--- src/rtl/rme_pkg.sv ---
// Shared types and constants for the modular exponentiation block.
package rme_pkg;

  localparam int unsigned CfgIdxW = 2;

  localparam logic [CfgIdxW-1:0] REG_MODULUS     = 2'd0;
  localparam logic [CfgIdxW-1:0] REG_PUBLIC_EXP  = 2'd1;
  localparam logic [CfgIdxW-1:0] REG_PRIVATE_EXP = 2'd2;

  localparam logic FUNC_ENCRYPT = 1'b0;
  localparam logic FUNC_DECRYPT = 1'b1;

  typedef enum logic [3:0] {
    ST_IDLE,
    ST_RED_GO,
    ST_RED_WAIT,
    ST_CHECK,
    ST_ACC_GO,
    ST_ACC_WAIT,
    ST_SQ_GO,
    ST_SQ_WAIT,
    ST_DONE
  } ctrl_state_e;

  typedef enum logic [1:0] {
    OP_REDUCE,
    OP_ACC,
    OP_SQUARE
  } mul_op_e;

  // Commands from the controller to the datapath.
  typedef struct packed {
    logic load;
    logic start_red;
    logic start_acc;
    logic start_sq;
    logic shift_exp;
    logic emit;
  } ctrl_cmd_t;

  // Status from the datapath to the controller.
  typedef struct packed {
    logic mul_done;
    logic exp_zero;
    logic exp_lsb;
    logic exp_last;
    logic out_free;
  } dp_status_t;

endpackage

--- src/rtl/rsa_modular_exponentiation_top.sv ---
// Top level of the modular exponentiation block: configuration registers and wiring.
//
// Channel   Direction  Transaction fields
// s_axis    in         tdata = message[31:0]; tuser = func (1 decrypt, 0 encrypt)
// m_axis    out        tdata = residue[31:0]
// cfg       in         write: 0 modulus, 1 public exponent, 2 private exponent
//
// One item at a time. A modular product runs bit-serially from its start state;
// an item takes a reduction, then per exponent bit a check state, a multiply
// for a set bit and a square below the highest set bit.
// The residue waits in an output register; a stalled m_axis holds the next result
// in its final state with s_axis_tready low. Reset restores the default key.
module rsa_modular_exponentiation_top #(
  parameter int unsigned WORD_BITS = 32
) (
  input  logic                        clk_i,
  input  logic                        rst_ni,
  input  logic                        s_axis_tvalid,
  output logic                        s_axis_tready,
  input  logic [31:0]                 s_axis_tdata,  // message[31:0]
  input  logic                        s_axis_tuser,  // func[0]
  output logic                        m_axis_tvalid,
  input  logic                        m_axis_tready,
  output logic [31:0]                 m_axis_tdata,  // residue[31:0]
  input  logic                        cfg_we_i,
  input  logic [rme_pkg::CfgIdxW-1:0] cfg_idx_i,
  input  logic [31:0]                 cfg_data_i
);
  import rme_pkg::*;

  logic [WORD_BITS-1:0] modulus_q, pub_exp_q, priv_exp_q;
  ctrl_cmd_t            cmd;
  dp_status_t           status;

  always_ff @(posedge clk_i or negedge rst_ni) begin
    if (!rst_ni) begin
      modulus_q  <= WORD_BITS'(32'd3233);
      pub_exp_q  <= WORD_BITS'(32'd17);
      priv_exp_q <= WORD_BITS'(32'd2753);
    end else if (cfg_we_i) begin
      case (cfg_idx_i)
        REG_MODULUS:     modulus_q  <= WORD_BITS'(cfg_data_i);
        REG_PUBLIC_EXP:  pub_exp_q  <= WORD_BITS'(cfg_data_i);
        REG_PRIVATE_EXP: priv_exp_q <= WORD_BITS'(cfg_data_i);
        default: ;
      endcase
    end
  end

  rme_ctrl u_ctrl (
    .clk_i     (clk_i),
    .rst_ni    (rst_ni),
    .in_valid_i(s_axis_tvalid),
    .in_ready_o(s_axis_tready),
    .status_i  (status),
    .cmd_o     (cmd)
  );

  rme_datapath #(
    .WORD_BITS(WORD_BITS)
  ) u_datapath (
    .clk_i      (clk_i),
    .rst_ni     (rst_ni),
    .cmd_i      (cmd),
    .status_o   (status),
    .func_i     (s_axis_tuser),
    .message_i  (s_axis_tdata),
    .modulus_i  (modulus_q),
    .pub_exp_i  (pub_exp_q),
    .priv_exp_i (priv_exp_q),
    .out_ready_i(m_axis_tready),
    .out_valid_o(m_axis_tvalid),
    .residue_o  (m_axis_tdata)
  );

endmodule

--- src/rtl/rme_modmul.sv ---
// Bit-serial modular multiplier: one doubling or one addition modulo m per cycle.
module rme_modmul #(
  parameter int unsigned WORD_BITS = 32
) (
  input  logic                 clk_i,
  input  logic                 rst_ni,
  input  logic                 start_i,
  input  logic [WORD_BITS-1:0] a_i,
  input  logic [WORD_BITS-1:0] b_i,
  input  logic [WORD_BITS:0]   mod_i,
  output logic [WORD_BITS-1:0] r_o,
  output logic                 done_o
);
  localparam int unsigned CntW = $clog2(WORD_BITS);

  logic [WORD_BITS-1:0] r_q, r_d, a_q, b_q, b_d, y;
  logic [CntW-1:0]      cnt_q, cnt_d;
  logic                 phase_q, phase_d, busy_q, busy_d, done_q, done_d;
  logic [WORD_BITS:0]   sum, red;
  logic                 last;

  // One shared adder: phase 0 doubles r, phase 1 adds a when the multiplier bit is set.
  // Operands are below the modulus (or a is 1), so the sum fits one extra bit.
  always_comb begin
    y    = phase_q ? a_q : r_q;
    sum  = {1'b0, r_q} + {1'b0, y};
    red  = (sum >= mod_i) ? (sum - mod_i) : sum;
    last = (cnt_q == CntW'(WORD_BITS - 1));
  end

  always_comb begin
    r_d     = r_q;
    b_d     = b_q;
    cnt_d   = cnt_q;
    phase_d = phase_q;
    busy_d  = busy_q;
    done_d  = 1'b0;
    if (start_i) begin
      r_d     = '0;
      b_d     = b_i;
      cnt_d   = '0;
      phase_d = 1'b0;
      busy_d  = 1'b1;
    end else if (busy_q) begin
      if (!phase_q) begin
        r_d     = red[WORD_BITS-1:0];
        phase_d = 1'b1;
      end else begin
        if (b_q[WORD_BITS-1]) begin
          r_d = red[WORD_BITS-1:0];
        end
        b_d     = b_q << 1;
        phase_d = 1'b0;
        cnt_d   = cnt_q + CntW'(1);
        if (last) begin
          busy_d = 1'b0;
          done_d = 1'b1;
        end
      end
    end
  end

  always_ff @(posedge clk_i or negedge rst_ni) begin
    if (!rst_ni) begin
      busy_q  <= 1'b0;
      done_q  <= 1'b0;
      phase_q <= 1'b0;
      cnt_q   <= '0;
    end else begin
      busy_q  <= busy_d;
      done_q  <= done_d;
      phase_q <= phase_d;
      cnt_q   <= cnt_d;
    end
  end

  always_ff @(posedge clk_i) begin
    r_q <= r_d;
    b_q <= b_d;
    if (start_i) begin
      a_q <= a_i;
    end
  end

  assign r_o    = r_q;
  assign done_o = done_q;

endmodule

--- src/rtl/rme_datapath.sv ---
// Datapath: operand registers, exponent shifter, multiplier and result register.
module rme_datapath #(
  parameter int unsigned WORD_BITS = 32
) (
  input  logic                 clk_i,
  input  logic                 rst_ni,
  input  rme_pkg::ctrl_cmd_t   cmd_i,
  output rme_pkg::dp_status_t  status_o,
  input  logic                 func_i,
  input  logic [31:0]          message_i,
  input  logic [WORD_BITS-1:0] modulus_i,
  input  logic [WORD_BITS-1:0] pub_exp_i,
  input  logic [WORD_BITS-1:0] priv_exp_i,
  input  logic                 out_ready_i,
  output logic                 out_valid_o,
  output logic [31:0]          residue_o
);
  import rme_pkg::*;

  logic [WORD_BITS-1:0] msg_q, exp_q, base_q, acc_q;
  logic [WORD_BITS:0]   mod_q;
  logic [31:0]          out_data_q;
  logic                 out_valid_q;
  mul_op_e              op_q, op_d;
  logic [WORD_BITS-1:0] mul_a, mul_b, mul_r;
  logic                 mul_start, mul_done;

  always_comb begin
    mul_a = acc_q;
    mul_b = base_q;
    op_d  = op_q;
    if (cmd_i.start_red) begin
      // Reduction of the message is a product with one.
      mul_a = WORD_BITS'(1);
      mul_b = msg_q;
      op_d  = OP_REDUCE;
    end else if (cmd_i.start_acc) begin
      mul_a = acc_q;
      mul_b = base_q;
      op_d  = OP_ACC;
    end else if (cmd_i.start_sq) begin
      mul_a = base_q;
      mul_b = base_q;
      op_d  = OP_SQUARE;
    end
  end

  assign mul_start = cmd_i.start_red | cmd_i.start_acc | cmd_i.start_sq;

  rme_modmul #(
    .WORD_BITS(WORD_BITS)
  ) u_modmul (
    .clk_i  (clk_i),
    .rst_ni (rst_ni),
    .start_i(mul_start),
    .a_i    (mul_a),
    .b_i    (mul_b),
    .mod_i  (mod_q),
    .r_o    (mul_r),
    .done_o (mul_done)
  );

  always_ff @(posedge clk_i) begin
    op_q <= op_d;
    if (cmd_i.load) begin
      msg_q <= WORD_BITS'(message_i);
      exp_q <= (func_i == FUNC_DECRYPT) ? priv_exp_i : pub_exp_i;
      acc_q <= WORD_BITS'(1);
      // A zero modulus stands for 2^WORD_BITS, so arithmetic wraps at the word width.
      mod_q <= (modulus_i == '0) ? {1'b1, {WORD_BITS{1'b0}}} : {1'b0, modulus_i};
    end else begin
      if (cmd_i.shift_exp) begin
        exp_q <= exp_q >> 1;
      end
      if (mul_done) begin
        case (op_q)
          OP_ACC:  acc_q  <= mul_r;
          default: base_q <= mul_r;
        endcase
      end
    end
    if (cmd_i.emit) begin
      out_data_q <= 32'(acc_q);
    end
  end

  always_ff @(posedge clk_i or negedge rst_ni) begin
    if (!rst_ni) begin
      out_valid_q <= 1'b0;
    end else if (cmd_i.emit) begin
      out_valid_q <= 1'b1;
    end else if (out_ready_i) begin
      out_valid_q <= 1'b0;
    end
  end

  always_comb begin
    status_o.mul_done = mul_done;
    status_o.exp_zero = (exp_q == '0);
    status_o.exp_lsb  = exp_q[0];
    status_o.exp_last = (exp_q[WORD_BITS-1:1] == '0);
    status_o.out_free = !out_valid_q || out_ready_i;
  end

  assign out_valid_o = out_valid_q;
  assign residue_o   = out_data_q;

endmodule

--- src/rtl/rme_ctrl.sv ---
// Controller state machine sequencing reduction, multiply and square steps.
module rme_ctrl (
  input  logic                clk_i,
  input  logic                rst_ni,
  input  logic                in_valid_i,
  output logic                in_ready_o,
  input  rme_pkg::dp_status_t status_i,
  output rme_pkg::ctrl_cmd_t  cmd_o
);
  import rme_pkg::*;

  ctrl_state_e state_q, state_d;

  always_comb begin
    state_d = state_q;
    case (state_q)
      ST_IDLE:     if (in_valid_i) state_d = ST_RED_GO;
      ST_RED_GO:   state_d = ST_RED_WAIT;
      ST_RED_WAIT: if (status_i.mul_done) state_d = ST_CHECK;
      ST_CHECK: begin
        if (status_i.exp_zero) begin
          state_d = ST_DONE;
        end else if (status_i.exp_lsb) begin
          state_d = ST_ACC_GO;
        end else begin
          state_d = ST_SQ_GO;
        end
      end
      ST_ACC_GO:   state_d = ST_ACC_WAIT;
      ST_ACC_WAIT: begin
        // The last set bit needs no further squaring of the base.
        if (status_i.mul_done) begin
          state_d = status_i.exp_last ? ST_DONE : ST_SQ_GO;
        end
      end
      ST_SQ_GO:    state_d = ST_SQ_WAIT;
      ST_SQ_WAIT:  if (status_i.mul_done) state_d = ST_CHECK;
      ST_DONE:     if (status_i.out_free) state_d = ST_IDLE;
      default:     state_d = ST_IDLE;
    endcase
  end

  always_comb begin
    cmd_o      = '0;
    in_ready_o = 1'b0;
    case (state_q)
      ST_IDLE: begin
        in_ready_o = 1'b1;
        cmd_o.load = in_valid_i;
      end
      ST_RED_GO:  cmd_o.start_red = 1'b1;
      ST_ACC_GO:  cmd_o.start_acc = 1'b1;
      ST_SQ_GO:   cmd_o.start_sq  = 1'b1;
      ST_SQ_WAIT: cmd_o.shift_exp = status_i.mul_done;
      ST_DONE:    cmd_o.emit      = status_i.out_free;
      default:    cmd_o = '0;
    endcase
  end

  always_ff @(posedge clk_i or negedge rst_ni) begin
    if (!rst_ni) begin
      state_q <= ST_IDLE;
    end else begin
      state_q <= state_d;
    end
  end

endmodule

--- config.mk ---
export PLATFORM = sky130hd
export DESIGN_NAME = rsa_modular_exponentiation_top
export DESIGN_NICKNAME = d
export VERILOG_FILES = /design/src/rtl/rme_pkg.sv /design/src/rtl/rsa_modular_exponentiation_top.sv /design/src/rtl/rme_modmul.sv /design/src/rtl/rme_datapath.sv /design/src/rtl/rme_ctrl.sv
export SDC_FILE = /design/constraint.sdc
export NUM_CORES = 1
export LEC_CHECK = 0
export ABC_AREA = 1
export ABC_CLOCK_PERIOD_IN_PS = 10000
export BUFFER_PORTS_ARGS = -buffer_cell sky130_fd_sc_hd__buf_2
export CORE_MARGIN = 2
export CORE_UTILIZATION = 25
export CTS_CLUSTER_SIZE = 25
export DETAILED_ROUTE_END_ITERATION = 16
export GPL_TIMING_DRIVEN = 1
export PLACE_DENSITY = 0.41
export SLEW_MARGIN = 20
export SYNTH_ARGS = -nofsm -noshare
export SYNTH_HDL_FRONTEND = slang
export SYNTH_SLANG_ARGS = --single-unit
--- constraint.sdc ---
create_clock -name clk_i -period 10 [get_ports clk_i]
set_input_delay 2 -clock clk_i [delete_from_list [all_inputs] [get_ports clk_i]]
set_output_delay 2 -clock clk_i [all_outputs]
set_load 0.005 [all_outputs]
# Word-level counts from Yosys, hierarchy flattened
# Cells that the tools add are included.
# word_totals
mem_bits_rw	0
latchBits	0
memories	0
output_inout_bits	34
input_bits	72
ff_bits	400
romBits	0
wordCells	115
# classes
n_addsub	3
magnitude_cmp	1
bitwise_logic	4
n_reduce_logical	22
n_shift	0
div_mod_pow	0
eq_ne	17
muxes	47
multipliers	0
# ops
op	count
$mux W32	13
$logic_not A32 Y1	2
$add A32 B32 Y33	1
$ge A33 B33 Y1	1
$mux W33	1
$pmux W4 S8	1
$sub A32 B32 Y32	1
$logic_not A31 Y1	1
$mux W4	6
$mux W1	22
$eq A4 B3 Y1 const B	4
$mux W5	3
$reduce_and A2 Y1	6
$reduce_bool A2 Y1	5
$eq A4 B2 Y1 const B	2
$ne A2 B1 Y1 const B	3
$add A5 B1 Y5 const B	1
$eq A5 B5 Y1 const B	1
$eq A2 B1 Y1 const B	2
$eq A4 B1 Y1 const B	1
$eq A4 B4 Y1 const B	1
$logic_not A4 Y1	1
$ne A2 B2 Y1 const B	2
$reduce_and A4 Y1	1
9 further kinds	12

# Longest topological paths before layout
# Gate-level depths: netlist (run 1).
# logic_depth
depth_word	6
depth_mapped	33
mapped_depth_nobuf	31

# Hierarchy
# Synthesis (run 1) repeated with hierarchy kept, for this count alone.
# hier_totals
hier_cells	2774
area_unflattened_um2	21683.3
# by_module_without_submodules
module	instances	seq_area_each_um2	cells_per_inst	area_per_inst_um2
rme_modmul	1	2762.6	1520	9337.7
rme_datapath	1	5540.3	762	7957.6
rsa_modular_exponentiation_top	1	2417.3	427	4017.6
rme_ctrl	1	100.1	65	370.4

# Least setup slack after synthesis (run 1)
# No wires, ideal clock.
# synth_path
path_kind	in2reg
from	input port s_axis_tvalid
to	register u_datapath.exp_q[0] (enable)
n_path_buf	2
setup_slack_ns	5.760
t_arrival_ns	3.582
cell_stages	4
required_time_ns	9.342
setup_time_ns	0.658
path_cell_list	nand2_1 -> clkbuf_1 -> buf_2 -> o21ai_0
# synth_via
elab_chain_cells	2
# synth_rtl
element	line	source
start, declared	rsa_modular_exponentiation_top.sv:18	input logic s_axis_tvalid,
$mux W1	rme_ctrl.sv:46	case (state_q)
$reduce_bool A2 Y1 (no line)	--	
end signal, assigned	rme_datapath.sv:67	exp_q <= (func_i == FUNC_DECRYPT) ? priv_exp_i : pub_exp_i;
end signal, assigned	rme_datapath.sv:73	exp_q <= exp_q >> 1;
end, declared	rme_datapath.sv:20	logic [WORD_BITS-1:0] msg_q, exp_q, base_q, acc_q;
# Every way passes these cells.
# A chain may end at the register's enable or synchronous reset.

# Final worst setup path (run 1)
# layout_path
from	register u_datapath.u_modmul.phase_q
to	register u_datapath.u_modmul.r_q[28] (netlist: u_datapath.u_modmul.r_o[28])
# layout_via
elab_chain_cells	6
word_cells_on_any_way	9
classes_between	add/sub: 2; order compare: 1; eq/ne: 1; mux: 4; reduce/logical: 1
# layout_rtl
element	line	source
start, declared	rme_modmul.sv:18	logic phase_q, phase_d, busy_q, busy_d, done_q, done_d;
start signal, assigned	rme_modmul.sv:72	phase_q <= phase_d;
$mux W32	rme_modmul.sv:25	y = phase_q ? a_q : r_q;
$add A32 B32 Y33	rme_modmul.sv:26	sum = {1'b0, r_q} + {1'b0, y};
$sub A32 B32 Y32 or $ge A33 B33 Y1 (tied branches)	rme_modmul.sv:27	red = (sum >= mod_i) ? (sum - mod_i) : sum;
$mux W32	rme_modmul.sv:27	
$mux W32	rme_modmul.sv:49	if (b_q[WORD_BITS-1]) begin
$mux W32	rme_modmul.sv:45	if (!phase_q) begin
end signal, assigned	rme_modmul.sv:78	r_q <= r_d;
end, declared	rme_modmul.sv:16	logic [WORD_BITS-1:0] r_q, r_d, a_q, b_q, b_d, y;
# Parallel ways exist; a longest one is shown, timed or not. The select of a mux whose other input is x is not followed.

==> results of run 1 <==
-- layout by cell type, fill, tap and decap left out, drive strengths merged, types with 14 or more instances in the layout --
cell type,Yosys,final
nand2,836,836
inv,389,391
nor2,235,235
edfxtp,225,225
o21ai,147,147
buf,27,127
nand3,121,121
a21oi,107,107
dfrtp,97,97
clkbuf,88,73
ha,67,67
dfxtp,66,66
a31oi,32,32
a22oi,31,31
o31ai,31,31
xor2,19,19
nand4,18,18
nor3,14,14
-- final cells by class --
type	count	area (µm²)
timing repair buffer	127	709
fill	9030	59300
tap	1080	1350
multi-input combinational	1710	8320
sequential	400	10800
clock buffer	73	1410
inverter	391	1470
clock inverter	18	210
-- critical path: stages, from the launching register on --
cell and delay [ns]:
dfrtp_1 0.38, inv_2 0.40, nand2_1 0.09, nand2_1 0.13, ha_1 0.29, fa_1 0.32
nand2_1 0.09, nand3_1 0.09, nand3_1 0.08, nand2_1 0.22, nand2_1 0.10, nand2_1 0.12
nand2_1 0.12, nand3_1 0.11, nand2_1 0.16, ha_1 0.41, a21oi_1 0.23, nand2_1 0.13
a21oi_1 0.30, nand3_2 0.16, inv_2 0.13, nand2_4 0.22, nand3_1 0.22, nand3_1 0.12
nand2_1 0.09, inv_1 0.04
-- metrics by stage --
stage | setup WS (ns) | area, µm² | hold WS [ns]
final | 5.10 | 24300 | 0.429
after global routing | 4.62 | 24300 | 0.444
after CTS | 5.01 | 24300 | 0.427
after detailed placement | 5.04 | 22600 | 0.419
after global placement | 4.97 | 22600 | 0.418
after floorplan | 5.76 | 21100 | 0.408
-- registers in the layout, summed over array words and instances, names as in the netlist, 2 cells and up --
register                   flops
priv_exp_q                    32
u_datapath.base_q             32
u_datapath.op_q                2
u_datapath.mod_q              33
pub_exp_q                     32
u_ctrl.state_q                 4
modulus_q                     32
u_datapath.acc_q              32
u_datapath.u_modmul.b_q       32
u_datapath.u_modmul.a_q       32
u_datapath.u_modmul.cnt_q      5
u_datapath.u_modmul.r_o       32
u_datapath.residue_o          32
u_datapath.exp_q              32
u_datapath.msg_q              32
-- per-layer routing --
metal	vias up	global-route usage [%]	part of all wire [%]
met5	-	0	0
met4	0	4.32	2.6
met3	79	1.97	3.2
met2	263	24.7	46
met1	7891	19.8	48
li1	8543	-	-
-- cells by family (layout without fill, tap and decap cells) --
group | Yosys count | in the layout | synth area share [%]
adder cells (fa/ha/maj) | 69 | 69 | 4.17
flip-flops | 400 | 400 | 51.3
AND/OR/NAND/NOR | 1252 | 1252 | 24.2
AO/OA/AOI/OAI | 362 | 362 | 9.81
XOR/XNOR | 27 | 27 | 1.12
buffers and inverters | 506 | 609 | 9.38
-- worst paths after layout --
kind,startpoint,endpoint,slack (ns),cells past startpoint
setup / recovery,u_datapath.u_modmul.phase_q,u_datapath.u_modmul.r_o[28],5.10,25
hold / removal,u_datapath.acc_q[13],u_datapath.residue_o[13],0.43,0
setup reg to reg,u_datapath.u_modmul.phase_q,u_datapath.u_modmul.r_o[28],5.10,25
hold reg to reg,u_datapath.acc_q[13],u_datapath.residue_o[13],0.43,0
max in group asynchronous,rst_ni,modulus_q[3],7.52,2
min in group asynchronous,rst_ni,pub_exp_q[25],1.38,1
==> results.py, run 1 <==
metrics = {
    "yosys": {
        "postSynthAreaPerCell_um2": 8.06,
        "ys.flop_type": "edfxtp_1",
        "synth_area_leaders": "edfxtp_1 32%, nand2_1 15%, dfrtp_1 12%",
        "seq_area_frac_synth_pct": 51.3,
        "yosysMostFrequentCell": "nand2_1",
        "yosysWarnings": 0,
        "syn_inst": 2616,
        "synth_nets": 2757,
        "synth_edf_count": 225,
        "synth_top_cell_area_share_pct": 32.1,
        "ys_async_sr_fraction_pct": 27.3,
        "synth_cell_type_count": 43,
        "synth_area_leader_cell": "edfxtp_1",
        "synthTopCellsByCount": "823 x nand2_1, 376 x inv_1, 225 x edfxtp_1, 224 x nor2_1, 145 x o21ai_0",
        "netlist_area_um2": 21100,
        "ys_ff_latch": 400,
    },
    "sta": {
        "finalCriticalPeriod_ns": 4.90,
        "fin_crit_sh_pct": 49.0,
        "rsz0062_at_grt": "no",
        "finalHoldViolCount": 0,
        "setup_tns_ns": 0,
        "clock.fmax_mhz": 204,
        "drv_slew": 0,
        "tightest_slew_ns": 0.937,
        "setup_viol": 0,
        "max_slew_margin_pct": 37.5,
        "clock_skew_ns": 0.0201,
    },
    "cts": {
        "post_cts_buffers": 0,
        "cts_hold_buf": 0,
        "cts_resized": 0,
        "cts_root_buf": "clkbuf_16",
        "clkSlewWorstSetupHoldPaths_ns": 0.06,
        "cts_tree": "built",
        "clock_latency_ns": 0.60,
        "numCtsBuffers": 49,
        "cts_buffer_depth": 3,
        "cts_sinks": 400,
        "cts.htree.levels": 2,
    },
    "run_status": {
        "outcome": "finished, final reports clean",
    },
    "floorplan": {
        "die_x_um": 294,
        "row_count": 106,
        "num_io_pins": 106,
        "die_h_um": 294,
        "die-area_um2": 86700,
        "start_util_pct": 25.2,
        "core-area_um2": 83600,
    },
    "worst_setup_path": {
        "worstPathArrival_ns": 5.40,
        "path_class": "register to register",
        "worstSetupEndpointType": "register",
        "cp_max_fo": 32,
        "start_kind": "register",
        "cp.required_ns": 10.50,
    },
    "routing": {
        "num_vias": 16800,
        "drt_first_pass_iters": 5,
        "drc": 0,
        "drt-wirelength-per-cell_um": 16.8,
        "drtIter0Drc": 983,
        "viasPerCell": 4.42,
        "antenna_left": 0,
        "wirelength_mm": 63.9,
    },
    "layout": {
        "drive_gt1_share_pct": 10.0,
        "final_core_util_pct": 29.1,
        "fin_nets": 2820,
        "fin_cells": 3799,
        "area_growth_pct": 15.2,
        "antennaDiodeCount": 0,
    },
    "hold_path": {
        "hp-class": "register to register",
    },
    "global_routing": {
        "grtUsageTotal_pct": 14.7,
        "grt_max_degree": 80,
        "grt_pass1_vias": 17000,
        "grt_pass1_wl_mm": 99.3,
        "grt_overflow": 0,
        "antenna_found_initial": 0,
    },
    "placement": {
        "dp_hpwl_mm": 48.0,
        "place_congestion": 0.960,
        "port_buffers": 105,
        "dp_cells": 3707,
    },
    "flow_run": {
        "drv_cap": 0,
    },
}
Power of run 1 is left out: the tool's default activity adds up to more than one toggle a clock period on the data nets, which glitch-free logic cannot reach.
==> inputs of run 2 (changes only) <==
- ABC_CLOCK_PERIOD_IN_PS: 10000 -> 5000
- clock period: 10 -> 5 ns (I/O delays scaled with it)
==> results.py, run 2 (synthesized netlist as in run 1, its figures left out) <==
metrics = {
    "run_status": {
        "outcome": "finished, final reports clean",
    },
    "worst_setup_path": {
        "path_class": "register to register",
        "critPathSlowestCell": "ha_1",
        "rr_worst_depth": 25,
        "cp_max_fo": 44,
        "cp.required_ns": 5.49,
        "worstPathArrival_ns": 5.12,
        "slowest_delay_ns": 0.43,
        "crit-reg2reg-capture": "u_datapath.u_modmul.r_o[20]",
        "path_common_cell": "nand2_1",
        "worstSetupEndpointType": "register",
        "critPathLaunch": "u_datapath.u_modmul.phase_q",
        "rrSetupSlack_ns": 0.36,
        "r2r-start": "u_datapath.u_modmul.phase_q",
        "start_kind": "register",
    },
    "routing": {
        "drc": 0,
        "num_vias": 16800,
        "drt-wirelength-per-cell_um": 17.0,
        "viasPerCell": 4.42,
        "wirelength_mm": 64.5,
        "wl_met1_mm": 30.6,
        "met3WireLength_mm": 2.26,
        "met2_length_mm": 29.8,
        "drt_first_pass_iters": 5,
        "antenna_left": 0,
        "routed.top_layer": "met4",
        "drtIter0Drc": 1155,
    },
    "flow_run": {
        "drv_cap": 0,
    },
    "layout": {
        "fin_cells": 3802,
        "drive_gt1_share_pct": 10.1,
        "layout_commonest_cell": "nand2_1",
        "area_growth_pct": 15.5,
        "most-common-layout-cells": "822 x nand2_1, 373 x inv_1, 225 x edfxtp_1, 221 x nor2_1, 144 x o21ai_0",
        "fin_nets": 2822,
        "antennaDiodeCount": 0,
        "regMostFlops": "u_datapath.mod_q",
        "largest_register_ffs": 33,
        "fill_cells": 9108,
        "stdcell_area_um2": 24400,
    },
    "cts": {
        "clock_latency_ns": 0.61,
        "cts.htree.levels": 2,
        "cts_root_buf": "clkbuf_16",
        "cts_hold_buf": 0,
        "numCtsBuffers": 51,
        "clkSlewWorstSetupHoldPaths_ns": 0.06,
        "cts_sinks": 400,
        "cts_buffer_depth": 3,
        "cts_tree": "built",
    },
    "floorplan": {
        "core-area_um2": 83600,
        "num_io_pins": 106,
        "start_util_pct": 25.2,
        "die-area_um2": 86700,
        "die_h_um": 294,
        "die_x_um": 294,
        "row_count": 106,
    },
    "global_routing": {
        "antenna_found_initial": 0,
        "grt_pass1_wl_mm": 101,
        "grtUsageTotal_pct": 15.0,
        "grt_max_degree": 80,
        "grt_overflow": 0,
        "grt_pass1_vias": 17300,
    },
    "sta": {
        "finalHoldViolCount": 0,
        "clock_skew_ns": 0.0324,
        "clock.fmax_mhz": 216,
        "setup_viol": 0,
        "rsz0062_at_grt": "no",
        "fin_hold_ws_ns": 0.373,
        "tightest_slew_ns": 0.938,
        "setup_tns_ns": 0,
        "finalCriticalPeriod_ns": 4.64,
        "fin_crit_sh_pct": 92.7,
        "max_slew_margin_pct": 37.5,
        "drv_slew": 0,
    },
    "placement": {
        "port_buffers": 105,
        "postPlaceCellArea_um2": 22700,
        "dp_hpwl_mm": 48.7,
        "dp_cells": 3707,
        "place_congestion": 0.865,
    },
    "hold_path": {
        "hp-class": "input port to asynchronous set/reset pin",
    },
}
run 2: worst max path at each step:
stage                                       end  slack (ns)  cells past startpoint
floorplan           u_datapath.u_modmul.r_o[19]        1.38                     29
global placement    u_datapath.u_modmul.r_o[20]        0.09                     25
detailed placement  u_datapath.u_modmul.r_o[20]        0.07                     23
CTS                 u_datapath.u_modmul.r_o[20]        0.05                     23
global route        u_datapath.u_modmul.r_o[20]       0.005                     27
finish              u_datapath.u_modmul.r_o[20]        0.36                     25
run 2: timing repair:
item / CTS / global route
resized for setup: 0 / 7
setup endpoints to repair: 0 / 32
buffers inserted: 0 / 0
run 2: worst max-delay path, delay by kind of cell, from the launching register on:
| kind | cells | cell delay [ns] |
|---|---|---|
| and+or+nand+nor | 18 | 2.62 |
| AOI/OAI and AO/OA | 1 | 0.07 |
| adders and majority gates | 2 | 0.78 |
| DFF | 1 | 0.41 |
| buffers and inverters | 4 | 0.58 |
run 2: metal layers:
metal / GRT usage (%) / vias up
met5: 0 / -
met4: 4.78 / 0
met3: 2.29 / 79
met2: 24.8 / 277
met1: 20.0 / 7897
li1: - / 8553
run 2: layout make-up:
| cell class | instances | area [µm²] | area share [%] |
|---|---|---|---|
| clock buffer | 74 | 1430 | 5.89 |
| clock inverter | 20 | 206 | 0.848 |
| inverter | 391 | 1470 | 6.05 |
| multi-input combinational | 1710 | 8330 | 34.2 |
| sequential | 400 | 10800 | 44.4 |
| tap | 1080 | 1350 | 5.55 |
| timing repair buffer | 127 | 738 | 3.03 |
run 2: per-stage QoR:
step | utilization [%] | setup WS (ns)
2_1_floorplan | - | 1.38
3_3_place_gp | 27.1 | 0.0856
3_5_place_dp | 27.1 | 0.0724
4_1_cts | 29.1 | 0.0548
5_1_grt | 29.1 | 0.00467
6_report | 29.1 | 0.364
Power of run 2 is left out for the same reason.
==> inputs of run 3 (changes only) <==
- ABC_AREA: 1 -> default
- CTS_CLUSTER_SIZE: 25 -> 24
==> results.py, run 3 <==
metrics = {
    "worst_setup_path": {
        "crit-reg2reg-capture": "u_datapath.u_modmul.r_o[26]",
        "r2r-start": "u_datapath.u_modmul.phase_q",
        "slowest_delay_ns": 0.42,
        "cp_max_fo": 5,
        "start_kind": "register",
        "cp.required_ns": 5.42,
        "path_common_cell": "buf_4",
        "critPathSlowestCell": "dfrtp_2",
        "worstSetupEndpointType": "register",
        "rrSetupSlack_ns": -0.14,
        "worstPathArrival_ns": 5.57,
        "path_class": "register to register",
        "rr_worst_depth": 25,
    },
    "yosys": {
        "netlist_area_um2": 19300,
        "yosysWarnings": 0,
        "synth_area_leader_cell": "edfxtp_1",
        "synth_edf_count": 225,
        "ys_async_sr_fraction_pct": 27.3,
        "seq_area_frac_synth_pct": 55.9,
        "synth_area_leaders": "edfxtp_1 35%, dfrtp_1 13%, mux2_2 7.5%",
        "synth_top_cell_area_share_pct": 34.9,
        "synth_nets": 1876,
        "yosysMostFrequentCell": "edfxtp_1",
        "syn_inst": 1735,
        "synthTopCellsByCount": "225 x edfxtp_1, 211 x nand2_1, 185 x a21oi_1, 128 x mux2_2, 117 x nor2_1",
        "synth_cell_type_count": 73,
        "postSynthAreaPerCell_um2": 11.1,
        "ys.flop_type": "edfxtp_1",
        "ys_ff_latch": 400,
    },
    "sta": {
        "setup_viol": 19,
        "tightest_slew_ns": 1.06,
        "setup_tns_ns": -1.38,
        "max_slew_margin_pct": 29.1,
        "worst_slack_ns": -0.144,
        "rsz0062_at_grt": "yes",
        "finalHoldViolCount": 0,
        "fin_crit_sh_pct": 103,
        "clock_skew_ns": 0.0359,
        "finalCriticalPeriod_ns": 5.14,
        "clock.fmax_mhz": 194,
        "drv_slew": 0,
    },
    "layout": {
        "most-common-layout-cells": "246 x buf_4, 225 x edfxtp_1, 208 x nand2_1, 161 x a21oi_1, 125 x mux2_2",
        "layout_commonest_cell": "buf_4",
        "antennaDiodeCount": 0,
        "regMostFlops": "u_datapath.mod_q",
        "stdcell_area_um2": 25300,
        "drive_gt1_share_pct": 34.7,
        "final_core_util_pct": 33.2,
        "area_growth_pct": 30.8,
        "largest_register_ffs": 33,
        "fin_nets": 2181,
    },
    "hold_path": {
        "min_to": "u_datapath.residue_o[26]",
        "hp-class": "register to register",
        "min-delay-start": "u_datapath.acc_q[26]",
        "min_path_cells": 0,
    },
    "floorplan": {
        "die_x_um": 282,
        "die-area_um2": 79600,
        "row_count": 101,
        "core-area_um2": 76200,
        "start_util_pct": 25.4,
        "num_io_pins": 106,
        "die_h_um": 282,
    },
    "placement": {
        "dp_hpwl_mm": 38.2,
        "port_buffers": 105,
        "place_congestion": 0.841,
        "postPlaceCellArea_um2": 22500,
    },
    "flow_run": {
        "drv_cap": 0,
    },
    "routing": {
        "antenna_left": 0,
        "drt_first_pass_iters": 5,
        "drt-wirelength-per-cell_um": 17.6,
        "wirelength_mm": 54.8,
        "num_vias": 13900,
        "drc": 0,
        "drtIter0Drc": 634,
        "viasPerCell": 4.47,
    },
    "run_status": {
        "violations": "negative setup slack",
        "outcome": "finished with violations",
    },
    "cts": {
        "cts_buffer_depth": 3,
        "clock_latency_ns": 0.58,
        "numCtsBuffers": 48,
        "cts.htree.levels": 2,
        "cts_sinks": 400,
        "cts_hold_buf": 0,
        "cts_root_buf": "clkbuf_16",
        "cts_tree": "built",
        "clkSlewWorstSetupHoldPaths_ns": 0.06,
    },
    "global_routing": {
        "grtUsageTotal_pct": 13.6,
        "antenna_found_initial": 1,
        "grt_overflow": 0,
        "grt_max_degree": 97,
        "grt_pass1_vias": 14500,
        "grt_pass1_wl_mm": 85.0,
    },
}
run 3: changes by cell type after synthesis, moves of 18 or more:
cell / previous run / this run
xnor2_1: 8 / 38
nor2_1: 224 / 117
mux2i_1: 0 / 71
a21oi_1: 100 / 185
inv_1: 376 / 51
o31ai_1: 31 / 5
a22oi_1: 31 / 1
o21ai_0: 145 / 66
mux2_2: 0 / 128
nand3_1: 115 / 23
a21o_1: 1 / 33
nand2_1: 823 / 211
a31oi_1: 32 / 14
run 3: cell families (layout without fill, tap and decap cells):
kind of cell | Yosys count | after routing | synth area share (%)
AO/OA/AOI/OAI | 394 | 394 | 12.2
AND/OR/NAND/NOR | 455 | 455 | 10.4
flip-flops | 400 | 400 | 55.9
XOR/XNOR | 55 | 55 | 2.49
multiplexers | 199 | 199 | 11.1
buffers and inverters | 163 | 507 | 3.29
adder cells (fa/ha/maj) | 69 | 69 | 4.54
run 3: worst max-delay path by stage:
stage | start | endpoint | cells after the start
floorplan | u_datapath.u_modmul.phase_q | u_datapath.u_modmul.r_o[26] | 23
global placement | u_datapath.u_modmul.phase_q | u_datapath.u_modmul.r_o[3] | 22
detailed placement | u_datapath.u_modmul.phase_q | u_datapath.u_modmul.r_o[3] | 22
CTS | u_datapath.u_modmul.phase_q | u_datapath.u_modmul.r_o[26] | 23
global route | u_datapath.u_modmul.phase_q | u_datapath.u_modmul.r_o[10] | 26
finish | u_datapath.u_modmul.phase_q | u_datapath.u_modmul.r_o[26] | 25
run 3: worst max-delay path: cells and delay by family, from the launching register on:
kind	cells	cell delay, ns
AO/OA/AOI/OAI	10	1.70
XOR/XNOR	1	0.16
adder cells (fa/ha/maj)	2	0.60
buffers and inverters	5	0.69
flip-flops	1	0.42
multiplexers	1	0.34
AND/OR/NAND/NOR	6	1.07
run 3: layout make-up:
| class | instances | area (µm²) |
|---|---|---|
| sequential | 400 | 10800 |
| inverter | 52 | 195 |
| timing repair buffer | 366 | 2670 |
| tap | 1030 | 1290 |
| multi-input combinational | 1172 | 8700 |
| clock inverter | 24 | 302 |
| clock buffer | 65 | 1320 |
| fill | 7674 | 50900 |
run 3: per-stage QoR:
step                std cells  setup WS [ns]  hold WS (ns)
CTS                      3099         -0.209         0.467
floorplan                1735       0.000772         0.430
detailed placement       2987         -0.462         0.452
global placement         2987         -0.498         0.444
global route             3109         -0.336         0.480
finish                   3109         -0.144         0.466
run 3: repair_timing:
action | 4_1_cts | 5_1_grt
resized for setup | 66 | 90
pin swaps | 35 | 68
endpoints found under the setup margin | 32 | 32
buffers inserted | 19 | 10
gates cloned | 4 | 1
run 3: layer usage:
metal	wire length [µm]	GRT usage, %	up-vias
met2	24100	21.4	205
li1	-	-	6877
met1	27900	19.8	6752
met3	1790	1.99	61
met5	13	0	-
met4	934	3.08	2
Power of run 3 is left out for the same reason.
